File: config.mk
export PLATFORM = sky130hd
export DESIGN_NAME = best_fit_partition_allocator_top
export DESIGN_NICKNAME = d
export VERILOG_FILES = /design/src/rtl/bfpa_pkg.sv /design/src/rtl/bfpa_store.sv /design/src/rtl/bfpa_engine.sv /design/src/rtl/best_fit_partition_allocator_top.sv
export SDC_FILE = /design/constraint.sdc
export NUM_CORES = 1
export LEC_CHECK = 0
export ABC_AREA = 0
export BUFFER_PORTS_ARGS = -buffer_cell sky130_fd_sc_hd__buf_4
export CAP_MARGIN = 20
export CORE_ASPECT_RATIO = 2
export CORE_MARGIN = 2
export CORE_UTILIZATION = 60
export CTS_CLUSTER_SIZE = 12
export DETAILED_ROUTE_END_ITERATION = 12
export PLACE_DENSITY_LB_ADDON = 0.05
export SLEW_MARGIN = 20
export SYNTH_ARGS = -nofsm -noshare
export SYNTH_HDL_FRONTEND = slang
export SYNTH_SLANG_ARGS = --single-unit
File: constraint.sdc
create_clock -name clock -period 12.3 [get_ports clock]
set_input_delay 0.615 -clock clock [delete_from_list [all_inputs] [get_ports clock]]
set_output_delay 0.615 -clock clock [all_outputs]
set_load 0.01 [all_outputs]
File: src/rtl/bfpa_pkg.sv
// Package for the best-fit partition allocator.
// Holds the beat structs, request and status codes, sequencer states and CSR map.
// No dependencies.
package bfpa_pkg;

   localparam int FIELD_SIZE_BITS = 16;
   localparam int FIELD_IDX_BITS  = 4;
   localparam int ACTIVE_BITS     = 5;
   localparam logic [ACTIVE_BITS-1:0] ACTIVE_RESET = 5'd16;

   // CSR map: one 32-bit register, word index taken from paddr[2]
   localparam int CSR_ADDR_BITS = 3;
   localparam int CSR_DATA_BITS = 32;
   localparam logic CSR_IDX_ACTIVE = 1'b0;

   typedef enum logic [1:0] {
      REQ_LOAD  = 2'd0,
      REQ_ALLOC = 2'd1,
      REQ_READ  = 2'd2,
      REQ_NONE  = 2'd3
   } req_code_type;

   typedef enum logic [1:0] {
      ST_OK    = 2'd0,
      ST_NOFIT = 2'd1,
      ST_RANGE = 2'd2
   } status_code_type;

   typedef enum logic [2:0] {
      S_IDLE,
      S_LOAD,
      S_READ,
      S_READ_WAIT,
      S_SCAN,
      S_COMMIT,
      S_RESP
   } state_type;

   typedef struct packed {
      logic [1:0]                  req_type;
      logic [FIELD_IDX_BITS-1:0]   block_index;
      logic [FIELD_SIZE_BITS-1:0]  new_size;
      logic [FIELD_SIZE_BITS-1:0]  request_size;
      logic [7:0]                  process_id;
   } req_beat_type;

   typedef struct packed {
      logic [1:0]                  status;
      logic [FIELD_IDX_BITS-1:0]   entry_index;
      logic                        entry_allocated;
      logic [7:0]                  entry_owner;
      logic [FIELD_SIZE_BITS-1:0]  entry_size;
      logic [FIELD_SIZE_BITS-1:0]  entry_leftover;
   } rsp_beat_type;

   // write-port control between sequencer and partition store
   typedef struct packed {
      logic en;
      logic size_en;
      logic used;
   } wr_ctl_type;

endpackage

File: src/rtl/bfpa_store.sv
// Partition store: size, owner and leftover memories plus the used-flag vector.
// One write port, one registered read port. Uses bfpa_pkg.
module bfpa_store #(
   parameter int NUM_BLOCKS = 16,
   parameter int SIZE_BITS  = 16,
   parameter int IDX_BITS   = $clog2(NUM_BLOCKS)
) (
   input  logic                   clock,
   input  logic                   reset,
   input  bfpa_pkg::wr_ctl_type   wr_ctl,
   input  logic [IDX_BITS-1:0]    wr_addr,
   input  logic [SIZE_BITS-1:0]   wr_size,
   input  logic [7:0]             wr_owner,
   input  logic [SIZE_BITS-1:0]   wr_leftover,
   input  logic                   rd_en,
   input  logic [IDX_BITS-1:0]    rd_addr,
   output logic [SIZE_BITS-1:0]   rd_size,
   output logic [7:0]             rd_owner,
   output logic [SIZE_BITS-1:0]   rd_leftover,
   output logic                   rd_used
);

   logic [SIZE_BITS-1:0] size_mem [NUM_BLOCKS];
   logic [7:0]           owner_mem [NUM_BLOCKS];
   logic [SIZE_BITS-1:0] left_mem [NUM_BLOCKS];
   logic [NUM_BLOCKS-1:0] used_ff;

   logic [SIZE_BITS-1:0] rd_size_ff;
   logic [7:0]           rd_owner_ff;
   logic [SIZE_BITS-1:0] rd_left_ff;
   logic                 rd_used_ff;

   always_ff @(posedge clock) begin
      if (wr_ctl.en) begin
         if (wr_ctl.size_en) begin
            size_mem[wr_addr] <= wr_size;
         end
         owner_mem[wr_addr] <= wr_owner;
         left_mem[wr_addr]  <= wr_leftover;
      end
   end

   always_ff @(posedge clock) begin
      if (rd_en) begin
         rd_size_ff  <= size_mem[rd_addr];
         rd_owner_ff <= owner_mem[rd_addr];
         rd_left_ff  <= left_mem[rd_addr];
         rd_used_ff  <= used_ff[rd_addr];
      end
   end

   always_ff @(posedge clock) begin
      if (reset) begin
         used_ff <= '0;
      end else if (wr_ctl.en) begin
         used_ff[wr_addr] <= wr_ctl.used;
      end
   end

   assign rd_size     = rd_size_ff;
   assign rd_owner    = rd_owner_ff;
   assign rd_leftover = rd_left_ff;
   assign rd_used     = rd_used_ff;

endmodule

File: src/rtl/bfpa_engine.sv
// Request sequencer with the shared best-fit comparator and the result register.
// Drives the partition store; uses bfpa_pkg.
module bfpa_engine #(
   parameter int NUM_BLOCKS = 16,
   parameter int SIZE_BITS  = 16,
   parameter int IDX_BITS   = $clog2(NUM_BLOCKS)
) (
   input  logic                              clock,
   input  logic                              reset,
   input  logic [bfpa_pkg::ACTIVE_BITS-1:0]  active_blocks,
   input  logic                              req_valid,
   output logic                              req_ready,
   input  bfpa_pkg::req_beat_type            req_data,
   output logic                              rsp_valid,
   input  logic                              rsp_ready,
   output bfpa_pkg::rsp_beat_type            rsp_data,
   output bfpa_pkg::wr_ctl_type              wr_ctl,
   output logic [IDX_BITS-1:0]               wr_addr,
   output logic [SIZE_BITS-1:0]              wr_size,
   output logic [7:0]                        wr_owner,
   output logic [SIZE_BITS-1:0]              wr_leftover,
   output logic                              rd_en,
   output logic [IDX_BITS-1:0]               rd_addr,
   input  logic [SIZE_BITS-1:0]              rd_size,
   input  logic [7:0]                        rd_owner,
   input  logic [SIZE_BITS-1:0]              rd_leftover,
   input  logic                              rd_used
);

   localparam int CNT_RAW  = $clog2(NUM_BLOCKS + 1);
   localparam int CNT_BITS = (CNT_RAW > bfpa_pkg::ACTIVE_BITS) ? CNT_RAW
                                                              : bfpa_pkg::ACTIVE_BITS;
   localparam int FSB = bfpa_pkg::FIELD_SIZE_BITS;
   localparam int FIB = bfpa_pkg::FIELD_IDX_BITS;

   bfpa_pkg::state_type    state_ff, state_in;
   bfpa_pkg::req_beat_type req_ff, req_in;
   bfpa_pkg::rsp_beat_type res_ff, res_in;
   bfpa_pkg::rsp_beat_type rsp_ff, rsp_in;
   logic                   rsp_valid_ff, rsp_valid_in;
   logic [CNT_BITS-1:0]    scan_ff, scan_in;
   logic                   pend_ff, pend_in;
   logic [IDX_BITS-1:0]    pend_idx_ff, pend_idx_in;
   logic                   found_ff, found_in;
   logic [IDX_BITS-1:0]    best_idx_ff, best_idx_in;
   logic [SIZE_BITS-1:0]   best_size_ff, best_size_in;

   logic [CNT_BITS-1:0]  count;
   logic                 in_range;
   logic [SIZE_BITS-1:0] load_size;
   logic [SIZE_BITS-1:0] want_size;
   logic [SIZE_BITS-1:0] best_left;

   // effective partition count, saturated at the table depth
   assign count = (CNT_BITS'(active_blocks) > CNT_BITS'(NUM_BLOCKS)) ? CNT_BITS'(NUM_BLOCKS)
                                                                    : CNT_BITS'(active_blocks);
   assign in_range  = CNT_BITS'(req_data.block_index) < count;
   assign load_size = SIZE_BITS'(req_ff.new_size);
   assign want_size = SIZE_BITS'(req_ff.request_size);
   assign best_left = best_size_ff - want_size;

   always_ff @(posedge clock) begin
      if (reset) begin
         state_ff     <= bfpa_pkg::S_IDLE;
         rsp_valid_ff <= 1'b0;
         pend_ff      <= 1'b0;
         found_ff     <= 1'b0;
      end else begin
         state_ff     <= state_in;
         rsp_valid_ff <= rsp_valid_in;
         pend_ff      <= pend_in;
         found_ff     <= found_in;
      end
   end

   always_ff @(posedge clock) begin
      req_ff       <= req_in;
      res_ff       <= res_in;
      rsp_ff       <= rsp_in;
      scan_ff      <= scan_in;
      pend_idx_ff  <= pend_idx_in;
      best_idx_ff  <= best_idx_in;
      best_size_ff <= best_size_in;
   end

   always_comb begin
      state_in     = state_ff;
      req_in       = req_ff;
      res_in       = res_ff;
      rsp_in       = rsp_ff;
      rsp_valid_in = rsp_valid_ff && !rsp_ready;
      scan_in      = scan_ff;
      pend_in      = 1'b0;
      pend_idx_in  = pend_idx_ff;
      found_in     = found_ff;
      best_idx_in  = best_idx_ff;
      best_size_in = best_size_ff;
      req_ready    = 1'b0;
      rd_en        = 1'b0;
      rd_addr      = scan_ff[IDX_BITS-1:0];
      wr_ctl       = '0;
      wr_addr      = best_idx_ff;
      wr_size      = load_size;
      wr_owner     = req_ff.process_id;
      wr_leftover  = best_left;

      case (state_ff)
         bfpa_pkg::S_IDLE: begin
            req_ready = 1'b1;
            if (req_valid) begin
               req_in = req_data;
               res_in = '{status: bfpa_pkg::ST_RANGE, entry_index: req_data.block_index,
                          entry_allocated: 1'b0, entry_owner: 8'd0,
                          entry_size: '0, entry_leftover: '0};
               case (req_data.req_type)
                  bfpa_pkg::REQ_LOAD: begin
                     state_in = in_range ? bfpa_pkg::S_LOAD : bfpa_pkg::S_RESP;
                  end
                  bfpa_pkg::REQ_READ: begin
                     state_in = in_range ? bfpa_pkg::S_READ : bfpa_pkg::S_RESP;
                  end
                  bfpa_pkg::REQ_ALLOC: begin
                     scan_in  = '0;
                     found_in = 1'b0;
                     state_in = bfpa_pkg::S_SCAN;
                  end
                  default: begin
                     state_in = bfpa_pkg::S_IDLE;
                  end
               endcase
            end
         end

         bfpa_pkg::S_LOAD: begin
            wr_ctl      = '{en: 1'b1, size_en: 1'b1, used: 1'b0};
            wr_addr     = IDX_BITS'(req_ff.block_index);
            wr_owner    = 8'd0;
            wr_leftover = load_size;
            res_in = '{status: bfpa_pkg::ST_OK, entry_index: req_ff.block_index,
                       entry_allocated: 1'b0, entry_owner: 8'd0,
                       entry_size: FSB'(load_size), entry_leftover: FSB'(load_size)};
            state_in = bfpa_pkg::S_RESP;
         end

         bfpa_pkg::S_READ: begin
            rd_en    = 1'b1;
            rd_addr  = IDX_BITS'(req_ff.block_index);
            state_in = bfpa_pkg::S_READ_WAIT;
         end

         bfpa_pkg::S_READ_WAIT: begin
            res_in = '{status: bfpa_pkg::ST_OK, entry_index: req_ff.block_index,
                       entry_allocated: rd_used,
                       entry_owner: rd_used ? rd_owner : 8'd0,
                       entry_size: FSB'(rd_size), entry_leftover: FSB'(rd_leftover)};
            state_in = bfpa_pkg::S_RESP;
         end

         bfpa_pkg::S_SCAN: begin
            // compare the entry fetched last cycle while the next one is fetched
            if (pend_ff && !rd_used && (rd_size >= want_size) &&
                (!found_ff || (rd_size < best_size_ff))) begin
               found_in     = 1'b1;
               best_idx_in  = pend_idx_ff;
               best_size_in = rd_size;
            end
            if (scan_ff < count) begin
               rd_en       = 1'b1;
               pend_in     = 1'b1;
               pend_idx_in = scan_ff[IDX_BITS-1:0];
               scan_in     = scan_ff + CNT_BITS'(1);
            end else if (!pend_ff) begin
               if (found_ff) begin
                  state_in = bfpa_pkg::S_COMMIT;
               end else begin
                  res_in = '{status: bfpa_pkg::ST_NOFIT, entry_index: '0,
                             entry_allocated: 1'b0, entry_owner: 8'd0,
                             entry_size: '0, entry_leftover: '0};
                  state_in = bfpa_pkg::S_RESP;
               end
            end
         end

         bfpa_pkg::S_COMMIT: begin
            wr_ctl = '{en: 1'b1, size_en: 1'b0, used: 1'b1};
            res_in = '{status: bfpa_pkg::ST_OK, entry_index: FIB'(best_idx_ff),
                       entry_allocated: 1'b1, entry_owner: req_ff.process_id,
                       entry_size: FSB'(best_size_ff), entry_leftover: FSB'(best_left)};
            state_in = bfpa_pkg::S_RESP;
         end

         bfpa_pkg::S_RESP: begin
            if (!rsp_valid_ff || rsp_ready) begin
               rsp_in       = res_ff;
               rsp_valid_in = 1'b1;
               state_in     = bfpa_pkg::S_IDLE;
            end
         end

         default: begin
            state_in = bfpa_pkg::S_IDLE;
         end
      endcase
   end

   assign rsp_valid = rsp_valid_ff;
   assign rsp_data  = rsp_ff;

endmodule

File: src/rtl/best_fit_partition_allocator_top.sv
// Best-fit partition allocator, top level: CSR block, sequencer and partition store.
// A load writes the entry, a read fetches it through the registered read port, and an
// out-of-range load or read goes straight to the result state. An allocate steps the
// single comparator through the active entries of the store one entry per cycle, then a
// drain, a commit (skipped when nothing fits) and the result state.
// One request at a time; the sequencer is idle again once its result is offered.
// Synchronous reset clears the used flags and sets active_blocks to 16; sizes, owners and
// leftovers hold no value until loaded. Depends on bfpa_pkg, bfpa_engine, bfpa_store.
module best_fit_partition_allocator_top #(
   parameter int NUM_BLOCKS = 16,
   parameter int SIZE_BITS  = 16
) (
   input  logic                                  clock,
   input  logic                                  reset,
   input  logic                                  req_valid,
   output logic                                  req_ready,
   input  bfpa_pkg::req_beat_type                req_data,
   output logic                                  rsp_valid,
   input  logic                                  rsp_ready,
   output bfpa_pkg::rsp_beat_type                rsp_data,
   input  logic                                  csr_psel,
   input  logic                                  csr_penable,
   input  logic                                  csr_pwrite,
   input  logic [bfpa_pkg::CSR_ADDR_BITS-1:0]    csr_paddr,
   input  logic [bfpa_pkg::CSR_DATA_BITS-1:0]    csr_pwdata,
   output logic [bfpa_pkg::CSR_DATA_BITS-1:0]    csr_prdata,
   output logic                                  csr_pready
);

   localparam int IDX_BITS = $clog2(NUM_BLOCKS);

   logic [bfpa_pkg::ACTIVE_BITS-1:0] active_ff, active_in;
   logic                             csr_hit;

   bfpa_pkg::wr_ctl_type  wr_ctl;
   logic [IDX_BITS-1:0]   wr_addr;
   logic [SIZE_BITS-1:0]  wr_size;
   logic [7:0]            wr_owner;
   logic [SIZE_BITS-1:0]  wr_leftover;
   logic                  rd_en;
   logic [IDX_BITS-1:0]   rd_addr;
   logic [SIZE_BITS-1:0]  rd_size;
   logic [7:0]            rd_owner;
   logic [SIZE_BITS-1:0]  rd_leftover;
   logic                  rd_used;

   assign csr_pready = 1'b1;
   assign csr_hit    = csr_paddr[2] == bfpa_pkg::CSR_IDX_ACTIVE;

   always_comb begin
      active_in = active_ff;
      if (csr_psel && csr_penable && csr_pwrite && csr_hit) begin
         active_in = csr_pwdata[bfpa_pkg::ACTIVE_BITS-1:0];
      end
   end

   always_ff @(posedge clock) begin
      if (reset) begin
         active_ff <= bfpa_pkg::ACTIVE_RESET;
      end else begin
         active_ff <= active_in;
      end
   end

   assign csr_prdata = csr_hit ? bfpa_pkg::CSR_DATA_BITS'(active_ff) : '0;

   bfpa_engine #(
      .NUM_BLOCKS (NUM_BLOCKS),
      .SIZE_BITS  (SIZE_BITS),
      .IDX_BITS   (IDX_BITS)
   ) u_engine (
      .clock         (clock),
      .reset         (reset),
      .active_blocks (active_ff),
      .req_valid     (req_valid),
      .req_ready     (req_ready),
      .req_data      (req_data),
      .rsp_valid     (rsp_valid),
      .rsp_ready     (rsp_ready),
      .rsp_data      (rsp_data),
      .wr_ctl        (wr_ctl),
      .wr_addr       (wr_addr),
      .wr_size       (wr_size),
      .wr_owner      (wr_owner),
      .wr_leftover   (wr_leftover),
      .rd_en         (rd_en),
      .rd_addr       (rd_addr),
      .rd_size       (rd_size),
      .rd_owner      (rd_owner),
      .rd_leftover   (rd_leftover),
      .rd_used       (rd_used)
   );

   bfpa_store #(
      .NUM_BLOCKS (NUM_BLOCKS),
      .SIZE_BITS  (SIZE_BITS),
      .IDX_BITS   (IDX_BITS)
   ) u_store (
      .clock       (clock),
      .reset       (reset),
      .wr_ctl      (wr_ctl),
      .wr_addr     (wr_addr),
      .wr_size     (wr_size),
      .wr_owner    (wr_owner),
      .wr_leftover (wr_leftover),
      .rd_en       (rd_en),
      .rd_addr     (rd_addr),
      .rd_size     (rd_size),
      .rd_owner    (rd_owner),
      .rd_leftover (rd_leftover),
      .rd_used     (rd_used)
   );

endmodule
==> impl_metrics.env <==
export IMPL_finalSetupViolCount=0
export IMPL_critPathBufInv=4
export IMPL_layout_setup_ws_ns=7.17
export IMPL_clock_fmax_ghz=0.195
export IMPL_cp_end_kind="register"
export IMPL_syn_cell_area_um2=34900
export IMPL_grt_pass1_vias=19077
export IMPL_cp_max_fo=46
export IMPL_post_route_min_period_ns=5.13
export IMPL_synth_cell_type_count=60
export IMPL_grt_first_pass_wirelength_mm=126
export IMPL_syn_inst=1905
export IMPL_via_per_inst=6.43
export IMPL_worst_slew_pin_transition_ns=1.18
export IMPL_grt_total_usage=0.293
export IMPL_gp_congestion=0.908
export IMPL_synth_area_leader_cell="edfxtp_1"
export IMPL_area_growth_pct=12.3
export IMPL_drive_gt1_frac=0.224
export IMPL_cts_buffers=83
export IMPL_yosysMostFrequentCell="edfxtp_1"
export IMPL_synth_edf_count=848
export IMPL_synth_top_area_frac=0.729
export IMPL_drc=0
export IMPL_fillers=3895
export IMPL_cts_resized=0
export IMPL_clock_skew_ns=0.0258
export IMPL_clkTransAtPathRegs_ns=0.06
export IMPL_synth_common_cells="848 x edfxtp_1, 164 x mux4_2, 117 x nand2_1"
export IMPL_grt_antenna_before_repair=0
export IMPL_critPathTopFamily="buffers and inverters"
export IMPL_vias=18503
export IMPL_die_area_um2=60300
export IMPL_synthFlopType="edfxtp_1"
export IMPL_status="completed"
export IMPL_slew_viol_final=0
export IMPL_num_antenna_cells=0
export IMPL_dp_hpwl_mm=52.4
export IMPL_die_y_um=345
export IMPL_port_buffer_count=112
export IMPL_cts_root_buf="clkbuf_16"
export IMPL_drt_total_wl_mm=86.6
export IMPL_power_density_nw_per_um2=197
export IMPL_grt_start_max_net_pins=165
export IMPL_slowest_stage="buf_4"
export IMPL_placeableCoreArea_um2=57900
export IMPL_rsz0062_at_grt="false"
export IMPL_cp_required_ns=12.60
export IMPL_synth_seq_cells=875
export IMPL_final_period_utilization=0.417
export IMPL_hold_viol_final=0
export IMPL_overflow=0
export IMPL_worstSetupPathType="reg2reg"
export IMPL_power_leakage_uw=0.0131
export IMPL_post_drt_wl_per_cell_um=30.1
export IMPL_clock_sinks=875
export IMPL_utilization=0.678
export IMPL_cts_tree="done"
export IMPL_cts_hold_buffers=0
export IMPL_cpPeakStageDelay_ns=0.85
export IMPL_syn_avg_cell_area_um2=18.3
export IMPL_post_cts_buffers=0
export IMPL_die_x_um=175
export IMPL_arrival_ns=5.43
export IMPL_post_place_ws_ns=7.06
export IMPL_drv_cap=0
export IMPL_slew_headroom=0.211
export IMPL_async_reset_ff_frac=0
export IMPL_yosys_warnings=0
export IMPL_crit_path_start_kind="register"
export IMPL_ctsLongestPathBuffers=3
export IMPL_initial_core_util=0.603
export IMPL_cpMostUsedCell="buf_4"
export IMPL_ir_drop_mv=0.166
export IMPL_finalNetCount=2219
export IMPL_ys_seq_area_frac=0.745
export IMPL_clock_latency_ns=0.64
export IMPL_path_cells="inv_1 > nor3_4 > mux2i_4 > buf_4 > buf_4 > buf_4 > mux4_2 > a22oi_1 > nand2_1"
export IMPL_hp_class="in2reg"
export IMPL_synth_top_cells_by_area="edfxtp_1 73%, mux4_2 11%, ha_1 1.9%"
export IMPL_rows=125
export IMPL_htree_levels=3
export IMPL_fin_tns_setup_ns=0
export IMPL_pin_count=170
export IMPL_drtIter0Drc=1880
export IMPL_drtAntennaViolNets=0
export IMPL_drt_first_pass_iters=5
[per-layer routing]
metal,track usage,share of wire,vias to the layer above
met5,0,0,-
met4,0.151,0.056,0
met3,0.0408,0.056,204
met2,0.532,0.54,804
met1,0.336,0.34,9602
li1,-,-,7893
[area by class of cell]
class / count / area (um2) / share of cell area
Clock buffer: 118 / 2250 / 0.0574
Clock inverter: 7 / 76.3 / 0.00195
Inverter: 45 / 169 / 0.00431
Multi-Input combinational cell: 898 / 8440 / 0.215
Sequential cell: 875 / 26000 / 0.663
Tap cell: 762 / 953 / 0.0243
Timing Repair Buffer: 173 / 1310 / 0.0334
[final timing paths]
kind | start | slack [ns] | depth (start not counted) | endpoint
max | u_engine.state_ff[1]$_SDFFE_PP0P_ | 7.17 | 9 | u_store.rd_size[2]$_DFFE_PP_
max reg2reg | u_engine.state_ff[1]$_SDFFE_PP0P_ | 7.17 | 9 | u_store.rd_size[2]$_DFFE_PP_
min | req_data[30] | 0.16 | 1 | u_engine.wr_size[6]$_DFFE_PP_
min reg2reg | u_engine.pend_idx_ff[2]$_DFFE_PP_ | 0.41 | 0 | u_engine.best_idx_ff[2]$_DFFE_PP_
[kinds of logic (layout without fill, tap and decap cells)]
logic type,Yosys count,count (layout),synth area share
compound gates,283,283,0.0528
other cells,2,28,0.000215
buf+inv,158,343,0.0206
simple gates,328,328,0.0447
flops,875,875,0.745
xor+xnor,12,12,0.00301
mux,192,192,0.114
fa+ha+maj,55,55,0.0199
[power by group]
part | total, uW | switching [uW] | leakage [uW] | internal, uW
clock network | 2290 | 1030 | 0.00112 | 1260
logic | 1560 | 994 | 0.00408 | 562
registers | 3880 | 170 | 0.00795 | 3710
[per-stage QoR]
stage,cell area (um2),power [uW],cells,hold slack [ns]
detailed placement,36900,5510,2753,0.405
CTS,39200,7780,2878,0.133
floorplan,35000,4870,1931,0.400
global placement,36900,5470,2753,0.400
finish,39200,7730,2878,0.157
global route,39200,8000,2878,0.141
[worst register-to-register path, delay by kind of cell (launching register included)]
| family | cells | cell delay (ns) |
|---|---|---|
| buf+inv | 4 | 2.58 |
| flops | 1 | 0.32 |
| compound gates | 1 | 0.19 |
| simple gates | 2 | 0.74 |
| mux | 2 | 0.98 |
[sequential cells by signal, summed over array words and instances, names as in the netlist, 47 cells and up]
| signal | cells |
|---|---|
| u_engine.res_ff | 47 |
| u_store.left_mem | 256 |
| u_store.size_mem | 256 |
| u_store.owner_mem | 128 |
| u_engine.rsp_data | 47 |
[cell usage in the layout (no fill, tap or decap), types with 8 or more instances in the layout]
| cell | instances |
|---|---|
| buf_4 | 172 |
| clkbuf_16 | 85 |
| o21ai_0 | 34 |
| nor2_2 | 16 |
| dfxtp_1 | 25 |
| xor2_1 | 9 |
| mux2i_1 | 24 |
| mux4_2 | 164 |
| nor3_1 | 13 |
| conb_1 | 28 |
| a21o_1 | 13 |
| a21oi_1 | 79 |
| nand2b_1 | 8 |
| nor2_1 | 61 |
| nand3_1 | 8 |
| edfxtp_1 | 848 |
| ha_1 | 54 |
| and2_1 | 22 |
| a211oi_1 | 8 |
| nand2_1 | 117 |
| a22oi_1 | 86 |
| a22o_1 | 8 |
| clkbuf_1 | 33 |
| o22ai_1 | 17 |
| nor2b_1 | 33 |
| inv_1 | 45 |
No activity file was read; power rests on OpenSTA's default activity.
